--- src/design/asd_pkg.sv ---
// ----------------------------------------------------------------------------
// asd_pkg: shared definitions for the accelerometer step detector
// Action codes, register indexes, reset values and the result record.
// ----------------------------------------------------------------------------
package asd_pkg;

    localparam int AXIS_BITS_DEFAULT      = 12;
    localparam int ADAPT_INTERVAL_DEFAULT = 4;

    localparam int MAG_W  = 24;
    localparam int GAP_W  = 16;
    localparam int IDLE_W = 16;
    localparam int TIME_W = 32;
    localparam int CNT_W  = 8;

    localparam logic [MAG_W-1:0]  MAG_MAX      = '1;
    localparam logic [MAG_W-1:0]  MAG_RESET    = MAG_W'(100000);
    localparam logic [MAG_W-1:0]  DIFF_DEFAULT = MAG_W'(10);
    localparam logic [GAP_W-1:0]  GAP_DEFAULT  = GAP_W'(250);
    localparam logic [IDLE_W-1:0] IDLE_DEFAULT = IDLE_W'(300);
    localparam logic [CNT_W-1:0]  CNT_MAX      = '1;

    typedef enum logic [1:0] {
        ACT_SAMPLE  = 2'd0,
        ACT_REPORT  = 2'd1,
        ACT_RESTART = 2'd2
    } action_t;

    typedef enum logic [1:0] {
        REG_MIN_DIFF = 2'd0,
        REG_MIN_GAP  = 2'd1,
        REG_IDLE     = 2'd2
    } reg_idx_t;

    typedef struct packed {
        logic             report_valid;
        logic [CNT_W-1:0] reported_steps;
        logic             activity;
        logic             activity_changed;
    } result_t;

endpackage

--- src/design/accel_step_detector.sv ---
// ----------------------------------------------------------------------------
// accel_step_detector: pedometer counting peaks of the squared acceleration
// Input register with magnitude, one pass of step logic, output register.
// ----------------------------------------------------------------------------
// One transaction enters per clock unless the block stalls, and yields exactly one
// result transaction. The squared magnitude of the three axes is formed on the
// way into the input register, and the step/activity logic runs between the
// input register and the output register, which drives m_tvalid. Throughput is
// one item per cycle, set by the single update of the detector state in that
// second stage; the block stalls only when both the input and the output
// register hold a transaction and the sink holds m_tready low. s_tuser carries
// the action
// (0 sample, 1 report tick, 2 restart, 3 ignored). Configuration registers at
// byte addresses 0 (smallest magnitude change kept, 0 acts as 10), 4 (min_step_gap_ms) and
// 8 (idle_time_ms) must be written only while the block is idle.
module accel_step_detector #(
    parameter int AXIS_BITS      = asd_pkg::AXIS_BITS_DEFAULT,
    parameter int ADAPT_INTERVAL = asd_pkg::ADAPT_INTERVAL_DEFAULT
) (
    input  logic        aclk,
    input  logic        aresetn,
    // input stream
    input  logic        s_tvalid,
    output logic        s_tready,
    // fields from bit 0: accel_x, accel_y, accel_z, time_ms, zero fill
    input  logic [((3*AXIS_BITS+32+7)/8)*8-1:0] s_tdata,
    // fields from bit 0: action
    input  logic [1:0]  s_tuser,
    // result stream
    output logic        m_tvalid,
    input  logic        m_tready,
    // fields from bit 0: reported_steps, activity, activity_changed, zero fill
    output logic [15:0] m_tdata,
    // fields from bit 0: report_valid
    output logic        m_tuser,
    // configuration port
    input  logic        psel,
    input  logic        penable,
    input  logic        pwrite,
    input  logic [3:0]  paddr,
    input  logic [31:0] pwdata,
    output logic [31:0] prdata,
    output logic        pready
);
    import asd_pkg::*;

    localparam int SUM_W   = 2*AXIS_BITS + 2;
    localparam int EXT_W   = (SUM_W > MAG_W) ? SUM_W : MAG_W;
    localparam int PHASE_W = (ADAPT_INTERVAL > 1) ? $clog2(ADAPT_INTERVAL) : 1;
    localparam logic [PHASE_W-1:0] PHASE_LAST = PHASE_W'(ADAPT_INTERVAL - 1);

    // ------------------------------------------------------------------
    // Configuration registers
    // ------------------------------------------------------------------
    logic [MAG_W-1:0]  min_diff_reg;
    logic [GAP_W-1:0]  min_gap_reg;
    logic [IDLE_W-1:0] idle_reg;
    logic              cfg_write;
    reg_idx_t          cfg_idx;

    assign pready    = 1'b1;
    assign cfg_write = psel & penable & pwrite & pready;
    assign cfg_idx   = reg_idx_t'(paddr[3:2]);

    always_ff @(posedge aclk) begin
        if (!aresetn) begin
            min_diff_reg <= DIFF_DEFAULT;
            min_gap_reg  <= GAP_DEFAULT;
            idle_reg     <= IDLE_DEFAULT;
        end else if (cfg_write) begin
            case (cfg_idx)
                REG_MIN_DIFF: min_diff_reg <= pwdata[MAG_W-1:0];
                REG_MIN_GAP:  min_gap_reg  <= pwdata[GAP_W-1:0];
                REG_IDLE:     idle_reg     <= pwdata[IDLE_W-1:0];
                default: ;
            endcase
        end
    end

    // Read back the raw register value
    always_comb begin
        case (cfg_idx)
            REG_MIN_DIFF: prdata = 32'(min_diff_reg);
            REG_MIN_GAP:  prdata = 32'(min_gap_reg);
            REG_IDLE:     prdata = 32'(idle_reg);
            default:      prdata = '0;
        endcase
    end

    // ------------------------------------------------------------------
    // Handshake: input register feeds the output register in any output-free cycle
    // ------------------------------------------------------------------
    logic    in_valid_reg;
    logic    m_tvalid_reg;
    result_t result_reg;
    logic    out_free;
    logic    fire;
    logic    s_accept;

    assign out_free = !m_tvalid_reg || m_tready;
    assign fire     = in_valid_reg && out_free;
    assign s_tready = !in_valid_reg || out_free;
    assign s_accept = s_tvalid && s_tready;

    // ------------------------------------------------------------------
    // Squared magnitude, formed on capture
    // ------------------------------------------------------------------
    logic signed [AXIS_BITS-1:0]   ax, ay, az;
    logic signed [2*AXIS_BITS-1:0] sq_x, sq_y, sq_z;
    logic [SUM_W-1:0]              mag_sum;
    logic [EXT_W-1:0]              mag_ext;
    logic [MAG_W-1:0]              mag_in;

    assign ax   = $signed(s_tdata[AXIS_BITS-1:0]);
    assign ay   = $signed(s_tdata[2*AXIS_BITS-1:AXIS_BITS]);
    assign az   = $signed(s_tdata[3*AXIS_BITS-1:2*AXIS_BITS]);
    assign sq_x = ax * ax;
    assign sq_y = ay * ay;
    assign sq_z = az * az;
    assign mag_sum = SUM_W'($unsigned(sq_x)) + SUM_W'($unsigned(sq_y))
                   + SUM_W'($unsigned(sq_z));
    assign mag_ext = EXT_W'(mag_sum);
    // Saturate at the top of the 24-bit range
    assign mag_in  = (mag_ext > EXT_W'(MAG_MAX)) ? MAG_MAX : mag_ext[MAG_W-1:0];

    action_t           action_reg;
    logic [MAG_W-1:0]  mag_reg;
    logic [TIME_W-1:0] time_reg;

    always_ff @(posedge aclk) begin
        if (!aresetn) begin
            in_valid_reg <= 1'b0;
        end else if (s_tready) begin
            in_valid_reg <= s_tvalid;
        end
        // Payload: load on every accepted transaction, no reset
        if (s_accept) begin
            action_reg <= action_t'(s_tuser);
            mag_reg    <= mag_in;
            time_reg   <= s_tdata[3*AXIS_BITS+TIME_W-1:3*AXIS_BITS];
        end
    end

    // ------------------------------------------------------------------
    // Detector state
    // ------------------------------------------------------------------
    logic [MAG_W-1:0]   prev_mag_reg,  prev_mag_next;
    logic               rising_reg,    rising_next;
    logic [TIME_W-1:0]  last_step_reg, last_step_next;
    logic [PHASE_W-1:0] phase_reg,     phase_next;
    logic [CNT_W-1:0]   pending_reg,   pending_next;
    logic               walking_reg,   walking_next;
    result_t            result_next;

    // Sample path terms
    logic [TIME_W-1:0] last_step_adj;
    logic [TIME_W-1:0] elapsed;
    logic              phase_wrap;
    logic              walk_adapt;
    logic              now_rising;
    logic [MAG_W-1:0]  diff_size;
    logic              keep;
    logic [MAG_W-1:0]  thr;
    logic              step;

    // Pull the step time back if the clock went backwards
    assign last_step_adj = (time_reg < last_step_reg) ? time_reg : last_step_reg;
    assign elapsed       = time_reg - last_step_adj;
    assign phase_wrap    = (phase_reg == PHASE_LAST);
    assign walk_adapt    = phase_wrap ? (elapsed < TIME_W'(idle_reg)) : walking_reg;
    assign now_rising    = (mag_reg > prev_mag_reg);
    assign diff_size     = now_rising ? (mag_reg - prev_mag_reg) : (prev_mag_reg - mag_reg);
    assign thr           = (min_diff_reg == '0) ? DIFF_DEFAULT : min_diff_reg;
    assign keep          = (diff_size >= thr);
    // Peak: rising turns to falling with enough gap since the last step
    assign step = keep && rising_reg && !now_rising && (elapsed > TIME_W'(min_gap_reg));

    always_comb begin
        prev_mag_next  = prev_mag_reg;
        rising_next    = rising_reg;
        last_step_next = last_step_reg;
        phase_next     = phase_reg;
        pending_next   = pending_reg;
        walking_next   = walking_reg;
        result_next    = '0;

        case (action_reg)
            ACT_SAMPLE: begin
                phase_next     = phase_wrap ? '0 : phase_reg + 1'b1;
                walking_next   = step ? 1'b1 : walk_adapt;
                last_step_next = step ? time_reg : last_step_adj;
                if (step && pending_reg != CNT_MAX) begin
                    pending_next = pending_reg + 1'b1;
                end
                if (keep) begin
                    rising_next   = now_rising;
                    prev_mag_next = mag_reg;
                end
            end
            ACT_REPORT: begin
                if (pending_reg != '0) begin
                    result_next.report_valid   = 1'b1;
                    result_next.reported_steps = pending_reg;
                    pending_next               = '0;
                end
            end
            ACT_RESTART: begin
                prev_mag_next  = MAG_RESET;
                rising_next    = 1'b0;
                last_step_next = '0;
                phase_next     = '0;
                pending_next   = '0;
                walking_next   = 1'b0;
            end
            default: ;
        endcase

        result_next.activity         = walking_next;
        result_next.activity_changed = walking_next ^ walking_reg;
    end

    always_ff @(posedge aclk) begin
        if (!aresetn) begin
            prev_mag_reg  <= MAG_RESET;
            rising_reg    <= 1'b0;
            last_step_reg <= '0;
            phase_reg     <= '0;
            pending_reg   <= '0;
            walking_reg   <= 1'b0;
        end else if (fire) begin
            prev_mag_reg  <= prev_mag_next;
            rising_reg    <= rising_next;
            last_step_reg <= last_step_next;
            phase_reg     <= phase_next;
            pending_reg   <= pending_next;
            walking_reg   <= walking_next;
        end
    end

    // ------------------------------------------------------------------
    // Output register: hold until the sink takes the transaction
    // ------------------------------------------------------------------
    always_ff @(posedge aclk) begin
        if (!aresetn) begin
            m_tvalid_reg <= 1'b0;
        end else if (out_free) begin
            m_tvalid_reg <= in_valid_reg;
        end
        if (fire) begin
            result_reg <= result_next;
        end
    end

    assign m_tvalid = m_tvalid_reg;
    assign m_tuser  = result_reg.report_valid;
    assign m_tdata  = {6'd0, result_reg.activity_changed, result_reg.activity,
                       result_reg.reported_steps};

    // ------------------------------------------------------------------
    // Assertions
    // ------------------------------------------------------------------
    // A report flag always comes with a nonzero count
    assert property (@(posedge aclk) disable iff (!aresetn)
        (m_tvalid && m_tuser) |-> (m_tdata[CNT_W-1:0] != '0))
        else $error("report flagged with zero step count");

    // A restart leaves the detector idle with no pending steps
    assert property (@(posedge aclk) disable iff (!aresetn)
        (fire && action_reg == ACT_RESTART) |=>
            (pending_reg == '0 && !walking_reg && prev_mag_reg == MAG_RESET))
        else $error("restart did not clear detector state");

    // A handed-out report clears the pending count
    assert property (@(posedge aclk) disable iff (!aresetn)
        (fire && action_reg == ACT_REPORT) |=> (pending_reg == '0))
        else $error("report did not clear pending steps");

    // An empty output register never stalls the input side
    assert property (@(posedge aclk) disable iff (!aresetn)
        !m_tvalid_reg |-> s_tready)
        else $error("input stalled while output register empty");

endmodule

--- config.mk ---
export PLATFORM = sky130hd
export DESIGN_NAME = accel_step_detector
export DESIGN_NICKNAME = d
export VERILOG_FILES = /design/src/design/asd_pkg.sv /design/src/design/accel_step_detector.sv
export SDC_FILE = /design/constraint.sdc
export NUM_CORES = 2
export LEC_CHECK = 0
export BUFFER_PORTS_ARGS = -buffer_cell sky130_fd_sc_hd__buf_2
export CORE_ASPECT_RATIO = 0.7
export CORE_MARGIN = 2
export CORE_UTILIZATION = 60
export DETAILED_ROUTE_END_ITERATION = 8
export PLACE_DENSITY = 0.76
export SETUP_SLACK_MARGIN = 0.4
export SYNTH_ARGS = -nofsm -noshare
export SYNTH_HDL_FRONTEND = slang
export SYNTH_SLANG_ARGS = --single-unit
export TNS_END_PERCENT = 1
--- constraint.sdc ---
create_clock -name aclk -period 14.4 [get_ports aclk]
set_input_delay 2.88 -clock aclk [delete_from_list [all_inputs] [get_ports aclk]]
set_output_delay 2.88 -clock aclk [all_outputs]
set_load 0.005 [all_outputs]
==> summary.md <==
| Metric | Value |
|---|---|
| Outcome | `finished, final reports clean` |
| Die X | `273 microns` |
| # rows | `68` |
| Worst-path clk slew | `80 ps` |
| Reg-to-reg startpoint | `time_reg[31]` |
| CTS tree | `done` |
| Initial core utilization | `0.612` |
| Clock tree buffer depth | `2` |
| Fraction of layout cells with a size suffix above 1 | `0.0649` |
| Core area | `0.0496 sq mm` |
| DRC errors left | `0` |
| Area delta synth->final | `5.87%` |
| RSZ-0062 raised after global routing | `false` |
| Post-route insts no fill | `4210` |
| Final global-route overflow total | `0` |
| Pre-antenna DRT Iters | `5` |
| Critical path origin | `s_tdata[1]` |
| Critical setup path kind | `in2reg` |
| Fill cells | `around 4200` |
| Ports | `around 170` |
| Crit-path max FO | `23` |
| R2R cell count | `31` |
| Final Hold Viols | `0` |
| Startpoint Class | `input pin` |
| Tmin final | `11610 ps` |
| Sequential fraction of the synthesis area | `0.151` |
| Vias in the first global route | `22700` |
| Hold path cells | `2` |
| Die area | `0.0524 sq mm` |
| EDFF count, synth | `just under 70` |
| Ratio of final minimum period to clock period | `0.806` |
| Largest net degree at the start of global routing | `around 110` |
| Wire per inst | `16.3 microns` |
| Post-cts sizing count | `0` |
| DR vias/cell | `5.56` |
| Port Buf Inserts | `139` |
| Gp weighted congestion | `~0.95` |
| Synth Warn # | `0` |
| Top FF cell, synth | `dfxtp_1` |
| Hold endpoint | `idle_reg[6]` |
| Cells after Synth | `roughly 3500` |
| First-pass GRT wire length | `roughly 110000 microns` |
| Hold Crit Start | `idle_reg[6]` |
| Overall Global Routing Usage | `0.273` |
| Req. time, crit path | `14460 ps` |
| Mean Syn Cell Area | `8.73 sq um` |
| Setup TNS | `0 ps` |
| Area of the multi-input gates | `0.0224 sq mm` |
| Clk_lat worst skew | `around 470 ps` |
| Arrival time of the worst setup path | `11660 ps` |
| Endpoints failing setup | `0` |
| Slew Viols, Final | `0` |
| CP dominant cell by count | `fa_1` |
| H-tree depth | `4` |
| Max_cap viols | `0` |
| Highest Clock Rate | `86.2 MHz` |
| Mapped Area | `0.0304 sq mm` |
| Setup Skew | `17.5 ps` |
| Slew @ Worst Pin | `1160 ps` |
| Critical path's slowest cell | `a31oi_2` |
| Routed Antenna Nets | `0` |
| R2R setup slack | `6040 ps` |
| Synth unique cells | `87` |
| Antenna violations before repair | `2` |
| CTS buffer count | `17` |
| Initial drt markers | `between 1500 and 2000` |
| Async SR Flop Fraction | `0` |
| Hold Buf Count CTS | `0` |
| Post CTS Setup Buffer Count | `0` |
| Post-DP HPWL | `56600 microns` |
| Synth Register Bits | `195` |
| CTS sink count | `195` |
| FF-to-FF End | `pending_reg[4]` |
| Drt total wl | `68700 microns` |
| Cells after DPL | `4177` |
| Worst hold path class | `reg2reg` |
| Worst Setup End Kind | `flip-flop` |
| Max_slew headroom | `0.226` |
| Flip-flop and latch area | `0.00459 sq mm` |
| Nets | `roughly 4400` |
| Vias | `23400` |
| Die Y | `between 150 and 200 microns` |
| Slowest stage delay, CP | `910 ps` |
| Clock root buffer | `clkbuf_16` |
[final cells by class]
cell class              count  area share
inverters                 756      0.0883
clock buffers              18      0.0140
well taps                 665      0.0259
flip-flops and latches    195       0.143
diodes                      1   0.0000779
repair buffers            148      0.0238
clock inverters            14     0.00627
multi-input cells        2413       0.699
[through the flow]
| step | worst slack, ps | utilization | hold slack (ps) | cell area [sq um] |
|---|---|---|---|---|
| floorplan | 4070 | - | 454 | 30400 |
| global placement | 2480 | 0.635 | 470 | 31500 |
| detailed placement | 2470 | 0.635 | 478 | 31500 |
| CTS | 2900 | 0.648 | 490 | 32100 |
| global route | 2250 | 0.648 | 512 | 32100 |
| finish | 2790 | 0.648 | 490 | 32100 |
[worst max-delay path, delay by kind of cell]
| family | cells | cell delay, ps |
|---|---|---|
| AO/OA/AOI/OAI | 11 | 3490 |
| XOR/XNOR | 1 | 250 |
| adder cells (fa/ha/maj) | 8 | 3420 |
| buffers and inverters | 5 | 580 |
| AND/OR/NAND/NOR | 6 | 1030 |
[logic make-up (layout without fill, tap and decap cells)]
group	Yosys count	after routing	share of synthesized area
compound gates	617	617	0.138
xor+xnor	133	133	0.0384
fa+ha+maj	756	756	0.409
buf+inv	880	936	0.112
flops	195	195	0.151
mux	59	59	0.0195
other cells	2	16	0.000247
simple gates	833	833	0.131
[placed cells by master, fill, tap and decap left out, types with 18 or more instances in the layout]
cell | Yosys | routed
a21oi_1 | 133 | 133
or2_2 | 19 | 19
edfxtp_1 | 69 | 69
nand3_1 | 25 | 25
o22ai_1 | 26 | 26
a22o_1 | 32 | 32
nand2b_1 | 27 | 27
o21ai_0 | 117 | 117
fa_1 | 395 | 395
a21boi_0 | 52 | 52
and2_1 | 105 | 104
nor2b_1 | 25 | 25
clkbuf_16 | 0 | 18
ha_1 | 361 | 361
nor3_1 | 58 | 57
nand2_1 | 341 | 340
dfxtp_1 | 126 | 126
buf_2 | 14 | 139
xnor2_1 | 87 | 87
a21o_1 | 57 | 57
o211ai_1 | 19 | 19
nand4_1 | 22 | 22
inv_1 | 755 | 755
o21a_1 | 40 | 40
xor2_1 | 46 | 46
mux2i_1 | 58 | 58
nor2_1 | 143 | 143
[worst max-delay path by stage]
stage / to / slack [ps] / cells past startpoint
after detailed placement: mag_reg[19] / 2470 / 31
after floorplan: mag_reg[10] / 4070 / 33
after global routing: mag_reg[19] / 2250 / 32
final: mag_reg[19] / 2790 / 31
after CTS: mag_reg[19] / 2900 / 31
after global placement: mag_reg[19] / 2480 / 31
[Yosys cell counts (4+ instances only)]
cell type / n / area [sq um]
a21o_1: 57 / 428
a211oi_1: 14 / 105
xor2_1: 46 / 403
o21ai_0: 117 / 586
nor4_1: 15 / 93.8
o2111ai_1: 6 / 52.6
nor2_1: 143 / 537
nand3_1: 25 / 125
buf_1: 4 / 15.0
o21bai_1: 15 / 113
a211o_1: 9 / 78.8
inv_1: 755 / 2830
o31a_1: 5 / 43.8
buf_4: 19 / 143
a2111oi_0: 10 / 87.6
clkbuf_1: 86 / 323
xnor2_1: 87 / 762
nand2_1: 341 / 1280
nor2b_1: 25 / 156
ha_1: 361 / 4520
or2_2: 19 / 119
o22ai_1: 26 / 163
or3_1: 9 / 56.3
o31ai_1: 8 / 60.1
and3_1: 12 / 75.1
and4b_1: 5 / 50.1
nand2b_1: 27 / 169
o21a_1: 40 / 300
mux2i_1: 58 / 581
a21boi_0: 52 / 390
nand4_1: 22 / 138
fa_1: 395 / 7910
a22o_1: 32 / 280
and2_1: 105 / 657
a41oi_1: 4 / 35.0
a31oi_1: 12 / 75.1
a221oi_1: 6 / 52.6
o211ai_1: 19 / 143
nor3b_1: 8 / 60.1
buf_2: 14 / 70.1
nor3_1: 58 / 290
a21oi_1: 133 / 666
edfxtp_1: 69 / 2070
dfxtp_1: 126 / 2520
a221o_1: 4 / 40.0
[metal layers]
metal | track usage | vias to the layer above | wire length, microns
li1 | - | 11300 | -
met1 | 0.429 | 11400 | 34500
met2 | 0.399 | 685 | 28900
met3 | 0.0465 | 51 | 4690
met4 | 0.0410 | 0 | 669
met5 | 0 | - | 0
Power is left out: the tool's default activity adds up to more than one toggle a clock period on the data nets, which glitch-free logic cannot reach.
